### config.mk
export PLATFORM = sky130hd
export DESIGN_NAME = catchup_sender_ack_window
export DESIGN_NICKNAME = d
export VERILOG_FILES = /design/src/rtl/csaw_pkg.sv /design/src/rtl/csaw_front.sv /design/src/rtl/csaw_queue.sv /design/src/rtl/csaw_back.sv /design/src/rtl/catchup_sender_ack_window.sv
export SDC_FILE = /design/constraint.sdc
export NUM_CORES = 1
export LEC_CHECK = 0
export BUFFER_PORTS_ARGS = -buffer_cell sky130_fd_sc_hd__buf_4
export CAP_MARGIN = 20
export CORE_AREA = 2 2 308 310
export CTS_BUF_LIST = sky130_fd_sc_hd__clkbuf_8
export CTS_CLUSTER_SIZE = 14
export DETAILED_ROUTE_END_ITERATION = 12
export DIE_AREA = 0 0 310 312
export PLACE_DENSITY = 0.55
export SLEW_MARGIN = 20
export SYNTH_ARGS = -nofsm -noshare
export SYNTH_HDL_FRONTEND = slang
export SYNTH_SLANG_ARGS = --single-unit
### constraint.sdc
create_clock -name aclk -period 7.6 [get_ports aclk]
set_input_delay 0.76 -clock aclk [delete_from_list [all_inputs] [get_ports aclk]]
set_output_delay 0.76 -clock aclk [all_outputs]
set_load 0.01 [all_outputs]
### src/rtl/csaw_pkg.sv
// Shared types and constants for the catch-up sender ack window block.
// No dependencies; every other file imports this package.
`timescale 1ns / 1ps
`default_nettype none

package csaw_pkg;

    // Event codes as they arrive on the input mode field.
    localparam logic [2:0] MODE_PREPARE    = 3'd0;
    localparam logic [2:0] MODE_CONFIRM    = 3'd1;
    localparam logic [2:0] MODE_ACK        = 3'd2;
    localparam logic [2:0] MODE_SEND_CHECK = 3'd3;
    localparam logic [2:0] MODE_TICK       = 3'd4;
    localparam logic [2:0] MODE_DONE       = 3'd5;

    // Result status codes.
    localparam logic [2:0] ST_REJECT  = 3'd0;
    localparam logic [2:0] ST_ACCEPT  = 3'd1;
    localparam logic [2:0] ST_GO      = 3'd2;
    localparam logic [2:0] ST_WAIT    = 3'd3;
    localparam logic [2:0] ST_CAUGHT  = 3'd4;
    localparam logic [2:0] ST_TIMEOUT = 3'd5;

    // Configuration register indexes.
    localparam logic [1:0] REG_ACK_LEAD_LIMIT     = 2'd0;
    localparam logic [1:0] REG_RECEIVER_LEAD_STEP = 2'd1;
    localparam logic [1:0] REG_PREPARE_TIMEOUT_MS = 2'd2;
    localparam logic [1:0] REG_ACK_TIMEOUT_MS     = 2'd3;

    localparam int CNT_W  = 20;
    localparam int LEAD_W = 16;
    localparam int INST_W = 64;
    localparam int NODE_W = 48;

    localparam logic [CNT_W-1:0]  CNT_MAX = {CNT_W{1'b1}};

    // Reset values of the configuration registers.
    localparam logic [LEAD_W-1:0] RST_ACK_LEAD_LIMIT     = 16'd64;
    localparam logic [LEAD_W-1:0] RST_RECEIVER_LEAD_STEP = 16'd10;
    localparam logic [CNT_W-1:0]  RST_PREPARE_TIMEOUT_MS = 20'd5000;
    localparam logic [CNT_W-1:0]  RST_ACK_TIMEOUT_MS     = 20'd5000;

    // Classified event kind, as the front end hands it to the back end.
    typedef enum logic [2:0] {
        EV_PREPARE,
        EV_CONFIRM,
        EV_ACK,
        EV_SEND_CHECK,
        EV_TICK,
        EV_DONE,
        EV_IGNORE
    } csaw_event_t;

    // One classified transaction travelling through the queue.
    typedef struct packed {
        csaw_event_t        ev;
        logic [INST_W-1:0]  inst;
        logic [NODE_W-1:0]  node;
        logic               completed;
    } csaw_item_t;

endpackage

`default_nettype wire

### src/rtl/csaw_front.sv
// Front end: accepts input transactions, classifies the mode and registers them.
// Depends on csaw_pkg.
`timescale 1ns / 1ps
`default_nettype none

module csaw_front
    import csaw_pkg::*;
(
    input  wire logic               aclk,
    input  wire logic               aresetn,
    input  wire logic               s_valid,
    output logic                    s_ready,
    input  wire logic [2:0]         s_mode,
    input  wire logic [INST_W-1:0]  s_instance_id,
    input  wire logic [NODE_W-1:0]  s_node_id,
    input  wire logic               s_completed,
    output logic                    q_valid,
    input  wire logic               q_ready,
    output csaw_item_t              q_item
);

    logic       valid_reg;
    csaw_item_t item_reg;
    csaw_item_t item_next;

    // Map the raw mode to an event kind; unused codes are ignored downstream.
    always_comb begin
        item_next.inst      = s_instance_id;
        item_next.node      = s_node_id;
        item_next.completed = s_completed;
        case (s_mode)
            MODE_PREPARE:    item_next.ev = EV_PREPARE;
            MODE_CONFIRM:    item_next.ev = EV_CONFIRM;
            MODE_ACK:        item_next.ev = EV_ACK;
            MODE_SEND_CHECK: item_next.ev = EV_SEND_CHECK;
            MODE_TICK:       item_next.ev = EV_TICK;
            MODE_DONE:       item_next.ev = EV_DONE;
            default:         item_next.ev = EV_IGNORE;
        endcase
    end

    // The stage takes a new transaction whenever it is empty or drains this cycle.
    assign s_ready = !valid_reg || q_ready;

    always_ff @(posedge aclk) begin
        if (!aresetn) begin
            valid_reg <= 1'b0;
        end else if (s_ready) begin
            valid_reg <= s_valid;
        end
        if (s_valid && s_ready) begin
            item_reg <= item_next;
        end
    end

    assign q_valid = valid_reg;
    assign q_item  = item_reg;

endmodule

`default_nettype wire

### src/rtl/csaw_queue.sv
// Two-entry queue that decouples the front end from the back end.
// Depends on csaw_pkg for the item type.
`timescale 1ns / 1ps
`default_nettype none

module csaw_queue
    import csaw_pkg::*;
(
    input  wire logic   aclk,
    input  wire logic   aresetn,
    input  wire logic   in_valid,
    output logic        in_ready,
    input  csaw_item_t  in_item,
    output logic        out_valid,
    input  wire logic   out_ready,
    output csaw_item_t  out_item
);

    csaw_item_t entry_reg [2];
    logic       wr_ptr_reg;
    logic       rd_ptr_reg;
    logic [1:0] count_reg;
    logic [1:0] count_next;
    logic       push;
    logic       pop;

    assign in_ready  = (count_reg != 2'd2);
    assign out_valid = (count_reg != 2'd0);
    assign out_item  = entry_reg[rd_ptr_reg];
    assign push      = in_valid && in_ready;
    assign pop       = out_valid && out_ready;

    // Occupancy moves only when exactly one side transfers.
    always_comb begin
        count_next = count_reg;
        if (push && !pop) begin
            count_next = count_reg + 2'd1;
        end else if (pop && !push) begin
            count_next = count_reg - 2'd1;
        end
    end

    always_ff @(posedge aclk) begin
        if (!aresetn) begin
            wr_ptr_reg <= 1'b0;
            rd_ptr_reg <= 1'b0;
            count_reg  <= 2'd0;
        end else begin
            count_reg <= count_next;
            if (push) begin
                wr_ptr_reg <= !wr_ptr_reg;
            end
            if (pop) begin
                rd_ptr_reg <= !rd_ptr_reg;
            end
        end
        if (push) begin
            entry_reg[wr_ptr_reg] <= in_item;
        end
    end

endmodule

`default_nettype wire

### src/rtl/csaw_back.sv
// Back end: holds the session state and configuration, executes events
// and registers one result per transaction. Depends on csaw_pkg.
`timescale 1ns / 1ps
`default_nettype none

module csaw_back
    import csaw_pkg::*;
(
    input  wire logic               aclk,
    input  wire logic               aresetn,
    input  wire logic               cfg_we,
    input  wire logic [1:0]         cfg_index,
    input  wire logic [CNT_W-1:0]   cfg_wdata,
    input  wire logic               q_valid,
    output logic                    q_ready,
    input  csaw_item_t              q_item,
    output logic                    m_valid,
    input  wire logic               m_ready,
    output logic [2:0]              m_status,
    output logic                    m_session_confirmed,
    output logic [INST_W-1:0]       m_acked_instance
);

    // Configuration registers.
    logic [LEAD_W-1:0] ack_lead_limit_reg;
    logic [LEAD_W-1:0] receiver_lead_step_reg;
    logic [CNT_W-1:0]  prepare_timeout_ms_reg;
    logic [CNT_W-1:0]  ack_timeout_ms_reg;

    // Session state.
    logic              sending_reg,      sending_next;
    logic              confirmed_reg,    confirmed_next;
    logic [INST_W-1:0] begin_inst_reg,   begin_inst_next;
    logic [NODE_W-1:0] peer_node_reg,    peer_node_next;
    logic [INST_W-1:0] ack_inst_reg,     ack_inst_next;
    logic [CNT_W-1:0]  since_send_reg,   since_send_next;
    logic [CNT_W-1:0]  since_ack_reg,    since_ack_next;
    logic [LEAD_W-1:0] lead_reg,         lead_next;

    // Result register.
    logic              m_valid_reg;
    logic [2:0]        status_reg,       status_next;

    logic              take;
    logic              active;
    logic              behind;
    logic              over_lead;
    logic              lead_above_floor;
    logic [INST_W:0]   window_end;

    // The result register frees up when it is empty or being taken.
    assign q_ready = !m_valid_reg || m_ready;
    assign take    = q_valid && q_ready;

    // Shared conditions of the current session.
    assign active           = sending_reg && (since_send_reg < prepare_timeout_ms_reg);
    assign behind           = q_item.inst < ack_inst_reg;
    assign window_end       = {1'b0, ack_inst_reg} + {{(INST_W+1-LEAD_W){1'b0}}, lead_reg};
    assign over_lead        = {1'b0, q_item.inst} > window_end;
    assign lead_above_floor = {1'b0, lead_reg} > {receiver_lead_step_reg, 1'b0};

    // Event execution.
    always_comb begin
        sending_next    = sending_reg;
        confirmed_next  = confirmed_reg;
        begin_inst_next = begin_inst_reg;
        peer_node_next  = peer_node_reg;
        ack_inst_next   = ack_inst_reg;
        since_send_next = since_send_reg;
        since_ack_next  = since_ack_reg;
        lead_next       = lead_reg;
        status_next     = ST_REJECT;
        case (q_item.ev)
            EV_PREPARE: begin
                if (!active && !confirmed_reg) begin
                    sending_next    = 1'b1;
                    since_send_next = '0;
                    since_ack_next  = '0;
                    begin_inst_next = q_item.inst;
                    ack_inst_next   = q_item.inst;
                    peer_node_next  = q_item.node;
                    status_next     = ST_ACCEPT;
                end
            end
            EV_CONFIRM: begin
                if (active && !confirmed_reg && (begin_inst_reg == q_item.inst)
                        && (peer_node_reg == q_item.node)) begin
                    confirmed_next = 1'b1;
                    status_next    = ST_ACCEPT;
                end
            end
            EV_ACK: begin
                if (active && confirmed_reg && (peer_node_reg == q_item.node)
                        && (q_item.inst > ack_inst_reg)) begin
                    ack_inst_next  = q_item.inst;
                    since_ack_next = '0;
                    status_next    = ST_ACCEPT;
                end
            end
            EV_SEND_CHECK: begin
                if (behind) begin
                    lead_next   = ack_lead_limit_reg;
                    status_next = ST_CAUGHT;
                end else if (over_lead) begin
                    if (since_ack_reg >= ack_timeout_ms_reg) begin
                        if (lead_above_floor) begin
                            lead_next = lead_reg - receiver_lead_step_reg;
                        end
                        status_next = ST_TIMEOUT;
                    end else begin
                        status_next = ST_WAIT;
                    end
                end else begin
                    since_send_next = '0;
                    status_next     = ST_GO;
                end
            end
            EV_TICK: begin
                if (since_send_reg != CNT_MAX) begin
                    since_send_next = since_send_reg + 1'b1;
                end
                if (since_ack_reg != CNT_MAX) begin
                    since_ack_next = since_ack_reg + 1'b1;
                end
                status_next = ST_ACCEPT;
            end
            EV_DONE: begin
                if (q_item.completed) begin
                    lead_next = ack_lead_limit_reg;
                end
                sending_next    = 1'b0;
                confirmed_next  = 1'b0;
                begin_inst_next = '1;
                peer_node_next  = '0;
                ack_inst_next   = '0;
                since_send_next = '0;
                since_ack_next  = '0;
                status_next     = ST_ACCEPT;
            end
            default: begin
                status_next = ST_REJECT;
            end
        endcase
    end

    // State, configuration and result registers.
    always_ff @(posedge aclk) begin
        if (!aresetn) begin
            ack_lead_limit_reg     <= RST_ACK_LEAD_LIMIT;
            receiver_lead_step_reg <= RST_RECEIVER_LEAD_STEP;
            prepare_timeout_ms_reg <= RST_PREPARE_TIMEOUT_MS;
            ack_timeout_ms_reg     <= RST_ACK_TIMEOUT_MS;
            sending_reg            <= 1'b0;
            confirmed_reg          <= 1'b0;
            begin_inst_reg         <= '1;
            peer_node_reg          <= '0;
            ack_inst_reg           <= '0;
            since_send_reg         <= '0;
            since_ack_reg          <= '0;
            lead_reg               <= RST_ACK_LEAD_LIMIT;
            m_valid_reg            <= 1'b0;
        end else begin
            if (cfg_we) begin
                case (cfg_index)
                    REG_ACK_LEAD_LIMIT:     ack_lead_limit_reg     <= cfg_wdata[LEAD_W-1:0];
                    REG_RECEIVER_LEAD_STEP: receiver_lead_step_reg <= cfg_wdata[LEAD_W-1:0];
                    REG_PREPARE_TIMEOUT_MS: prepare_timeout_ms_reg <= cfg_wdata;
                    REG_ACK_TIMEOUT_MS:     ack_timeout_ms_reg     <= cfg_wdata;
                    default: begin
                    end
                endcase
            end
            if (take) begin
                sending_reg    <= sending_next;
                confirmed_reg  <= confirmed_next;
                begin_inst_reg <= begin_inst_next;
                peer_node_reg  <= peer_node_next;
                ack_inst_reg   <= ack_inst_next;
                since_send_reg <= since_send_next;
                since_ack_reg  <= since_ack_next;
                lead_reg       <= lead_next;
            end
            if (q_ready) begin
                m_valid_reg <= q_valid;
            end
        end
        if (take) begin
            status_reg <= status_next;
        end
    end

    // The flags in the result are the registered state after the event.
    assign m_valid             = m_valid_reg;
    assign m_status            = status_reg;
    assign m_session_confirmed = confirmed_reg;
    assign m_acked_instance    = ack_inst_reg;

endmodule

`default_nettype wire

### src/rtl/catchup_sender_ack_window.sv
// Catch-up sender session controller, top level.
// A result is registered after its transaction passes the front stage, the queue and
// the back end. Throughput: one transaction per cycle while m_ready is held high;
// the back end updates all session state as it takes an event, so events follow each other without gaps.
// Reset (aresetn, synchronous, active low) clears the session, loads the
// register defaults and empties the front stage, queue and result register.
`timescale 1ns / 1ps
`default_nettype none

module catchup_sender_ack_window
    import csaw_pkg::*;
(
    input  wire logic               aclk,
    input  wire logic               aresetn,
    input  wire logic               cfg_we,
    input  wire logic [1:0]         cfg_index,
    input  wire logic [CNT_W-1:0]   cfg_wdata,
    input  wire logic               s_valid,
    output logic                    s_ready,
    input  wire logic [2:0]         s_mode,
    input  wire logic [INST_W-1:0]  s_instance_id,
    input  wire logic [NODE_W-1:0]  s_node_id,
    input  wire logic               s_completed,
    output logic                    m_valid,
    input  wire logic               m_ready,
    output logic [2:0]              m_status,
    output logic                    m_session_confirmed,
    output logic [INST_W-1:0]       m_acked_instance
);

    logic       front_valid;
    logic       front_ready;
    csaw_item_t front_item;
    logic       back_valid;
    logic       back_ready;
    csaw_item_t back_item;

    csaw_front u_front (
        .aclk          (aclk),
        .aresetn       (aresetn),
        .s_valid       (s_valid),
        .s_ready       (s_ready),
        .s_mode        (s_mode),
        .s_instance_id (s_instance_id),
        .s_node_id     (s_node_id),
        .s_completed   (s_completed),
        .q_valid       (front_valid),
        .q_ready       (front_ready),
        .q_item        (front_item)
    );

    csaw_queue u_queue (
        .aclk      (aclk),
        .aresetn   (aresetn),
        .in_valid  (front_valid),
        .in_ready  (front_ready),
        .in_item   (front_item),
        .out_valid (back_valid),
        .out_ready (back_ready),
        .out_item  (back_item)
    );

    csaw_back u_back (
        .aclk                (aclk),
        .aresetn             (aresetn),
        .cfg_we              (cfg_we),
        .cfg_index           (cfg_index),
        .cfg_wdata           (cfg_wdata),
        .q_valid             (back_valid),
        .q_ready             (back_ready),
        .q_item              (back_item),
        .m_valid             (m_valid),
        .m_ready             (m_ready),
        .m_status            (m_status),
        .m_session_confirmed (m_session_confirmed),
        .m_acked_instance    (m_acked_instance)
    );

endmodule

`default_nettype wire
# --- Yosys cells after proc, flatten, opt, wreduce, memory -nomap -nowiden ---
# Memory sizes are Yosys's and may differ from the RTL's. A register that Yosys moved wholly into a read port is not among the register bits.
# Index checks and enable logic that the tools add are counted.
word_totals:
  regBits: 431
  mem_bits_rw: 232
  input_bits: 143
  output_inout_bits: 70
  word_cells: 147
  mem_count: 1
classes:
  addsub: 6
  magnitude_cmp: 6
  eq_ne: 29
  n_mux: 38
  n_reduce_logical: 45
memory_table:
  columns: ["name", "words", "width", "read_ports", "rd_clocked_by_memory_dff", "write_ports", "line_no", "source"]
  rows:
  - ["u_queue.entry_reg", 2, 116, 1, 1, 1, "csaw_queue.sv:19", "csaw_item_t entry_reg [2];"]
ops:
  columns: ["op", "n"]
  rows:
  - ["$pmux 64 s3", 1]
  - ["$pmux 20 s4", 2]
  - ["$mux 64", 2]
  - ["$pmux 64 s2", 1]
  - ["$mux 20", 6]
  - ["$pmux 48 s2", 1]
  - ["$mux 16", 5]
  - ["$add 64x16->65", 1]
  - ["$gt 64x65->1", 1]
  - ["$eq 64x64->1", 1]
  - ["$gt 64x64->1", 1]
  - ["$lt 64x64->1", 1]
  - ["$eq 48x48->1", 1]
  - ["$mux 48", 1]
  - ["$add 20x1->20 const B", 2]
  - ["$ne 20x20->1 const B", 2]
  - ["$pmux 16 s2", 1]
  - ["$ge 20x20->1", 1]
  - ["$lt 20x20->1", 1]
  - ["$pmux 3 s6", 1]
  - ["$gt 16x17->1", 1]
  - ["$sub 16x16->16", 1]
  - ["$pmux 3 s5", 1]
  - ["$logic_and 1x1->1", 13]
  - ["other kinds (27)", 75]

# --- Logic depth before layout (Yosys ltp) ---
# Gate-level depths: netlist of run 1.
logic_depth:
  ltp_word: 7
  mapped_depth: 23

# --- Hierarchy ---
# From an unflattened synthesis of run 1, not the netlist that was laid out.
hier_totals:
  hier_cells: 2946
  hier_area_um2: 32103.3
by_module_without_submodules:
  columns: ["mod", "instances", "cells_per_inst", "area_per_inst_um2", "seq_area_each_um2"]
  rows:
  - ["csaw_back", 1, 2437, 19779.0, 6236.0]
  - ["csaw_queue", 1, 385, 8768.4, 7066.8]
  - ["csaw_front", 1, 124, 3555.9, 3503.4]

# --- Worst setup path before layout of run 1 ---
# No wires, ideal clock.
synth_timing:
  path_kind: "reg2reg"
  from: "register u_queue.count_reg[0]"
  to: "memory u_queue.entry_reg[0][0] (netlist bit), enable pin"
  arrival_time_ns: 5.445
  required_time_ns: 7.008
  setup_slack_ns: 1.563
  path_stages_with_launch: 4
  period_less_slack_ns: 6.037
  path_cell_list: "dfxtp_1 > nand2b_1 > nand2_1 > nor2_1"
synth_between:
  elab_chain_cells: 4
synth_rtl:
  columns: ["element", "line_no", "source"]
  rows:
  - ["start: declaration", "csaw_queue.sv:22", "logic [1:0] count_reg;"]
  - ["start signal: assignment", "csaw_queue.sv:49", "count_reg <= count_next;"]
  - ["$ne 2x2->1", "csaw_queue.sv:27", "assign in_ready = (count_reg != 2'd2);"]
  - ["$logic_and 1x1->1", "csaw_queue.sv:30", "assign push = in_valid && in_ready;"]
  - ["$mux 1", "csaw_queue.sv:57", "if (push) begin"]
  - ["$mux 1 (not written as such)", "csaw_queue.sv:58", "entry_reg[wr_ptr_reg] <= in_item;"]
  - ["end: declaration", "csaw_queue.sv:19", null]
# No other way between the ends.

# --- Worst setup path in the final report of run 1 ---
layout_timing:
  from: "register u_back.lead_reg[1]"
  to: "register u_back.since_send_reg[14]"
layout_between:
  elab_chain_cells: 4
layout_rtl:
  columns: ["element", "line_no", "source"]
  rows:
  - ["start: declaration", "csaw_back.sv:38", "logic [LEAD_W-1:0] lead_reg, lead_next;"]
  - ["start signal: assignment", "csaw_back.sv:181", "lead_reg <= lead_next;"]
  - ["$add 64x16->65", "csaw_back.sv:58", "assign window_end = {1'b0, ack_inst_reg} + {{(INST_W+1-LEAD_W){1'b0}}, lead_reg};"]
  - ["$gt 64x65->1", "csaw_back.sv:59", "assign over_lead = {1'b0, q_item.inst} > window_end;"]
  - ["$ne 2x2->1 (no source line)", null, null]
  - ["$reduce_and 6->1 (no source line)", null, null]
  - ["end signal: assignment", "csaw_back.sv:179", "since_send_reg <= since_send_next;"]
  - ["end: declaration", "csaw_back.sv:36", "logic [CNT_W-1:0] since_send_reg, since_send_next;"]
# No other way between the ends.
# A chain may end at the register's enable or synchronous reset.

==> results.toml, run 1 <==
[timing]
min_period_ps = 6530
slew_viol_final = 0
hold_viol_final = 0
worst_slew_pin_slew_ps = 1060
clock.fmax_mhz = 153
period_share_pct = 85.9
rsz0062_at_grt = "no"
report.final.setup_viol = 0
layout_setup_ws_ps = 1070
fin_tns_setup_ps = 0
max-slew-margin-rel_pct = 29.2
fin_skew_ps = 49.6

[die]
fp.dieH_um = 312
core_area_um2 = 93000
ioPinCount = 213
die_w_um = 310
rows = 112
start_util_pct = 34.8
die_area_um2 = 96700

[logic_synthesis]
synth_ff_type = "edfxtp_1"
yosysTopAreaCell = "edfxtp_1"
synth_top_area_share_pct = 32.5
synth_edf_count = 351
ys_seq_elements = 664
syn_area_per_cell_um2 = 10.4
ys_async_sr_fraction_pct = 0
seq_area_frac_synth_pct = 51.8
yosys_warnings = 0
syn-num-nets = 3489
syn_inst = 3128
syn_area_um2 = 32400
synth_area_leaders = "edfxtp_1 (33%), dfxtp_1 (19%), ha_1 (8.3%), mux2i_1 (4.0%), xnor2_1 (3.8%)"
ys_types = 83

[cts]
clk_latency_ps = 750
cts_tree = "yes"
clk_pin_slew_ps = 60
root_buffer = "clkbuf_8"
htreeDepth = 3
clockBufferDepth = 3
post_cts_buffers = 0
postCtsResizedCells = 0
cts_made_buffers = 113
numClockSinks = 664
postCtsHoldBufs = 0

[setup_path]
critPathCaptureType = "flop"
arrival_ps = 7110
path_class = "reg2reg"
rrSetupSlack_ps = 1070
timing.rr.end = "u_back.since_send_reg[14]$_SDFFE_PN0P_"
rr_startpoint = "u_back.lead_reg[1]$_SDFFE_PN0P_"
cp_num_buf_inv = 0
crit_family = "simple AND/OR/NAND/NOR gates"
path_cells = "ha_1 > a21o_1 > a21oi_1 > o211ai_1 > a31oi_1 > o21ai_0 > a221o_1 > a41o_1 > nand3_1 > xnor2_1 > ha_1 > nand4_2 > or4_1 > or4b_4 > nor3_1 > a211o_1 > nor3_2 > nor2_2 > o211ai_1"
startpoint_type = "flop"
crit_start = "u_back.lead_reg[1]$_SDFFE_PN0P_"
max_stage_delay_ps = 870
cp.required_ps = 8180
r2r_cells = 19
cp_slowest_cell = "a41o_1"
worst-path-max-fanout = 24

[global_routing]
grt_first_pass_wirelength_um = 140000
grt_pass1_vias = 22969
antenna_found_initial = 5
grt_max_degree = 126
globalRoute.totalOverflow = 0
grt_usage_pct = 18.8

[layout]
final_cell_mix = "edfxtp_1 (351), nand2_1 (317), dfxtp_1 (312)"
drive_gt1_share_pct = 14.1
final_cell_area_um2 = 37900
area_delta_synth_final_pct = 17.0
num-nets-final = 3751
fillers = 9186
utilization_pct = 40.8
layout_commonest_cell = "edfxtp_1"
largest_reg_flops = 232

[hold_path]
hp-start = "s_node_id[45]"
holdPathStages = 1
worstHoldEndpoint = "u_front.q_item[46]$_DFFE_PP_"
min_path_type = "in2reg"

[place]
place_worst_setup_slack_ps = 1070
dp_hpwl_um = 65800
portBuffers = 212
gp_congestion = 0.881
dpl-instance-area_um2 = 35700

[power_and_ir_drop]
power_density_nw_per_um2 = 302
ir_worst_vdd_v = 0.000144
p_leak_nw = 14.2
p_total_w = 0.0115

[drt]
vias = 24289
drc = 0
routed_wl_um = 92700
firstDrtPassIters = 5
drtIter0Drc = 1946
viasPerCell = 5.13
ant_nets = 0
drt-wirelength-per-cell_um = 19.6

[job]
drv_cap = 0

[status]
status = "finished clean"
worst max path at each step:
stage,slack [ps],depth (start not counted),endpoint
finish,1070,19,u_back.since_send_reg[14]$_SDFFE_PN0P_
global route,570,19,u_back.since_send_reg[6]$_SDFFE_PN0P_
detailed placement,1070,19,u_back.since_send_reg[8]$_SDFFE_PN0P_
global placement,1130,19,u_back.since_send_reg[10]$_SDFFE_PN0P_
CTS,1040,19,u_back.since_send_reg[14]$_SDFFE_PN0P_
floorplan,1560,3,u_queue.entry_reg[0][0]$_DFFE_PP_
cell usage after synthesis, types with 15 or more instances:
cell,number
nand4_1,63
a31oi_1,25
o32a_1,64
o21a_1,16
xor2_1,37
ha_1,216
edfxtp_1,351
nor4_1,44
dfxtp_1,313
nand2_1,318
nor2b_1,17
buf_2,19
mux2i_1,129
a21o_1,28
and4_1,15
xnor2_1,139
a21oi_1,211
nor2_1,194
inv_1,208
and3_1,31
o21ai_0,127
o211ai_1,29
nand3_1,119
clkbuf_1,118
nor3_1,95
power breakdown:
group | internal [W] | leakage (nW) | switching, W
Combinational | 0.00148 | 7.03 | 0.00240
Clock | 0.00164 | 1.33 | 0.00149
Sequential | 0.00419 | 5.83 | 0.000265
routing by layer:
layer | routed length, µm | up-vias | GRT usage, % | share of wire [%]
met5 | 11 | - | 0 | 0.012
li1 | - | 11912 | - | -
met1 | 45000 | 11658 | 27.4 | 49
met2 | 41000 | 606 | 28.4 | 44
met4 | 1680 | 2 | 5.00 | 1.8
met3 | 5060 | 111 | 3.38 | 5.5
cell families after synthesis:
| family | synth area share (%) |
|---|---|
| DFF | 51.8 |
| and+or+nand+nor | 14.2 |
| adders and majority gates | 8.46 |
| buffers and inverters | 4.23 |
| muxes | 4.23 |
| xor gates and xnor gates | 4.76 |
| AOI/OAI and AO/OA | 12.3 |
through the flow:
step / instances / hold slack, ps
finish: 4738 / 197
global route: 4738 / 130
CTS: 4737 / 111
detailed placement: 4529 / 430
global placement: 4529 / 422
floorplan: 3128 / 421
layout make-up:
| cell class | instances | area [µm²] | share of cell area, % |
|---|---|---|---|
| Multi-Input combinational cell | 2109 | 14300 | 37.7 |
| Tap cell | 1254 | 1570 | 4.14 |
| Timing Repair Buffer | 293 | 2230 | 5.87 |
| Clock buffer | 135 | 1860 | 4.90 |
| Sequential cell | 664 | 16800 | 44.3 |
| Antenna cell | 1 | 2.50 | 0.00660 |
| Clock inverter | 73 | 364 | 0.960 |
| Inverter | 209 | 790 | 2.08 |
No activity file was read; power rests on OpenSTA's default activity.
==> run 2: changes to the inputs <==
--- a/config.mk
+++ b/config.mk
@@ -13,6 +13,7 @@
 export DETAILED_ROUTE_END_ITERATION = 12
 export DIE_AREA = 0 0 310 312
 export PLACE_DENSITY = 0.55
+export REMOVE_ABC_BUFFERS = 1
 export SLEW_MARGIN = 20
 export SYNTH_ARGS = -nofsm -noshare
 export SYNTH_HDL_FRONTEND = slang
==> run 2 against run 1 <==
Against the previous run:
- worst setup slack better by 17 ps
- worst hold slack worse by 47 ps
- total power is 0.28% higher
- sequential power is 1% higher
- sequential share of layout area hardly changed
- die area stayed put
- wire length is 3.3% lower
- critical path depth is 1 higher
- fmax is 0.26% higher
- cell count is 0.21% lower
- non-clock buffer count is 25 lower
==> results.toml, run 2 (synthesis results as in run 1) <==
[drt]
firstDrtPassIters = 5
drt-wirelength-per-cell_um = 19.0
vias = 24094
ant_nets = 0
viasPerCell = 5.10
drc = 0
drtIter0Drc = 1531
routed_wl_um = 89700

[global_routing]
grt_pass1_vias = 23296
grt_max_degree = 117
antenna_found_initial = 6
globalRoute.totalOverflow = 0
grt_first_pass_wirelength_um = 138000
grt_usage_pct = 18.4

[setup_path]
critPathCaptureType = "flop"
startpoint_type = "flop"
path_class = "reg2reg"
worst-path-max-fanout = 19
rr_startpoint = "u_back.lead_reg[0]$_SDFFE_PN0P_"
arrival_ps = 7140
r2r_cells = 20
crit_start = "u_back.lead_reg[0]$_SDFFE_PN0P_"
cp.required_ps = 8230

[timing]
fin_skew_ps = 61.3
report.final.setup_viol = 0
layout_setup_ws_ps = 1090
clock.fmax_mhz = 154
worst_slew_pin_slew_ps = 1060
min_period_ps = 6510
rsz0062_at_grt = "no"
slew_viol_final = 0
fin_tns_setup_ps = 0
max-slew-margin-rel_pct = 29.5
hold_viol_final = 0
period_share_pct = 85.7

[layout]
final_cell_mix = "edfxtp_1 (351), nand2_1 (317), dfxtp_1 (312)"
final_cell_area_um2 = 37900
largest_reg_flops = 232
num-nets-final = 3730
drive_gt1_share_pct = 13.5
fillers = 9215
layout_commonest_cell = "edfxtp_1"
seq_area_um2 = 16800
multi_input_area_um2 = 14300
area_delta_synth_final_pct = 17.0

[power_and_ir_drop]
power_density_nw_per_um2 = 303
p_total_w = 0.0115
ir_worst_vdd_v = 0.000188
p_leak_nw = 14.2

[place]
dp_hpwl_um = 63200
portBuffers = 212
dpl-instance-area_um2 = 35500
place_worst_setup_slack_ps = 1150
gp_congestion = 0.873

[cts]
cts_tree = "yes"
root_buffer = "clkbuf_8"
htreeDepth = 3
post_cts_buffers = 0
numClockSinks = 664
clockBufferDepth = 3
postCtsHoldBufs = 0
clk_latency_ps = 800
clk_pin_slew_ps = 70
postCtsResizedCells = 0
cts_made_buffers = 117

[hold_path]
min_path_type = "in2reg"
hp-start = "s_instance_id[39]"
holdPathStages = 1

[die]
start_util_pct = 34.8
rows = 112
fp.dieH_um = 312
die_area_um2 = 96700
core_area_um2 = 93000
die_w_um = 310
ioPinCount = 213

[job]
drv_cap = 0

[status]
status = "finished clean"
run 2: changes by cell type in the layout (fill, tap and decap cells not counted), moves of 2 or more:
cell,previous run,this run
inv_1,256,260
inv_6,1,4
clkinv_2,12,10
bufinv_16,1,4
clkinv_1,7,14
buf_4,290,264
clkinv_8,2,0
run 2: worst max-delay path: stages, from the launching register on:
cell and delay [ps]:
dfxtp_1 410, ha_1 210, a21o_1 140, a21oi_1 100, o211ai_1 210, a31oi_1 170, o21ai_0 480, a221o_1 260
a41o_1 610, buf_4 310, nand4_1 120, xnor2_1 170, ha_1 300, nand4_1 160, or4_1 600, or4b_4 570
nor3_1 200, a211o_1 270, nor3_2 110, nor2_2 730, o211ai_1 200
run 2: layout make-up:
cell class                      instances  share of cell area, %
Multi-Input combinational cell       2109                   37.8
Timing Repair Buffer                  268                   5.43
Clock buffer                          136                   4.94
Sequential cell                       664                   44.3
Inverter                              209                   2.08
Clock inverter                         86                   1.30
Tap cell                             1254                   4.14
Antenna cell                            2                 0.0132
run 2: metrics by stage:
stage                     std cells  hold WS [ps]  util, %
final                          4728           149     40.7
after global routing           4728          78.0     40.7
after floorplan                2982           421        -
after detailed placement       4502           430     38.2
after global placement         4502           423     38.2
after CTS                      4724          71.8     40.7
run 2: per-layer routing:
metal  up-vias  global-route usage [%]  part of all wire, %
met4         0                    6.17                  3.0
li1      11897                       -                    -
met2       549                    28.8                   45
met1     11485                    25.5                   47
met3       163                    3.27                  4.9
met5         -                       0                    0
run 2: power breakdown:
part,internal [W],switching [W]
logic,0.00143,0.00226
clock network,0.00177,0.00154
registers,0.00419,0.000308
total,0.00739,0.00411
run 2: worst paths after layout:
kind | end | slack (ps)
worst max register to register | u_back.since_send_reg[14]$_SDFFE_PN0P_ | 1090
worst min register to register | u_queue.entry_reg[1][89]$_DFFE_PP_ | 410
worst min-delay path | u_front.q_item[88]$_DFFE_PP_ | 150
worst max-delay path | u_back.since_send_reg[14]$_SDFFE_PN0P_ | 1090
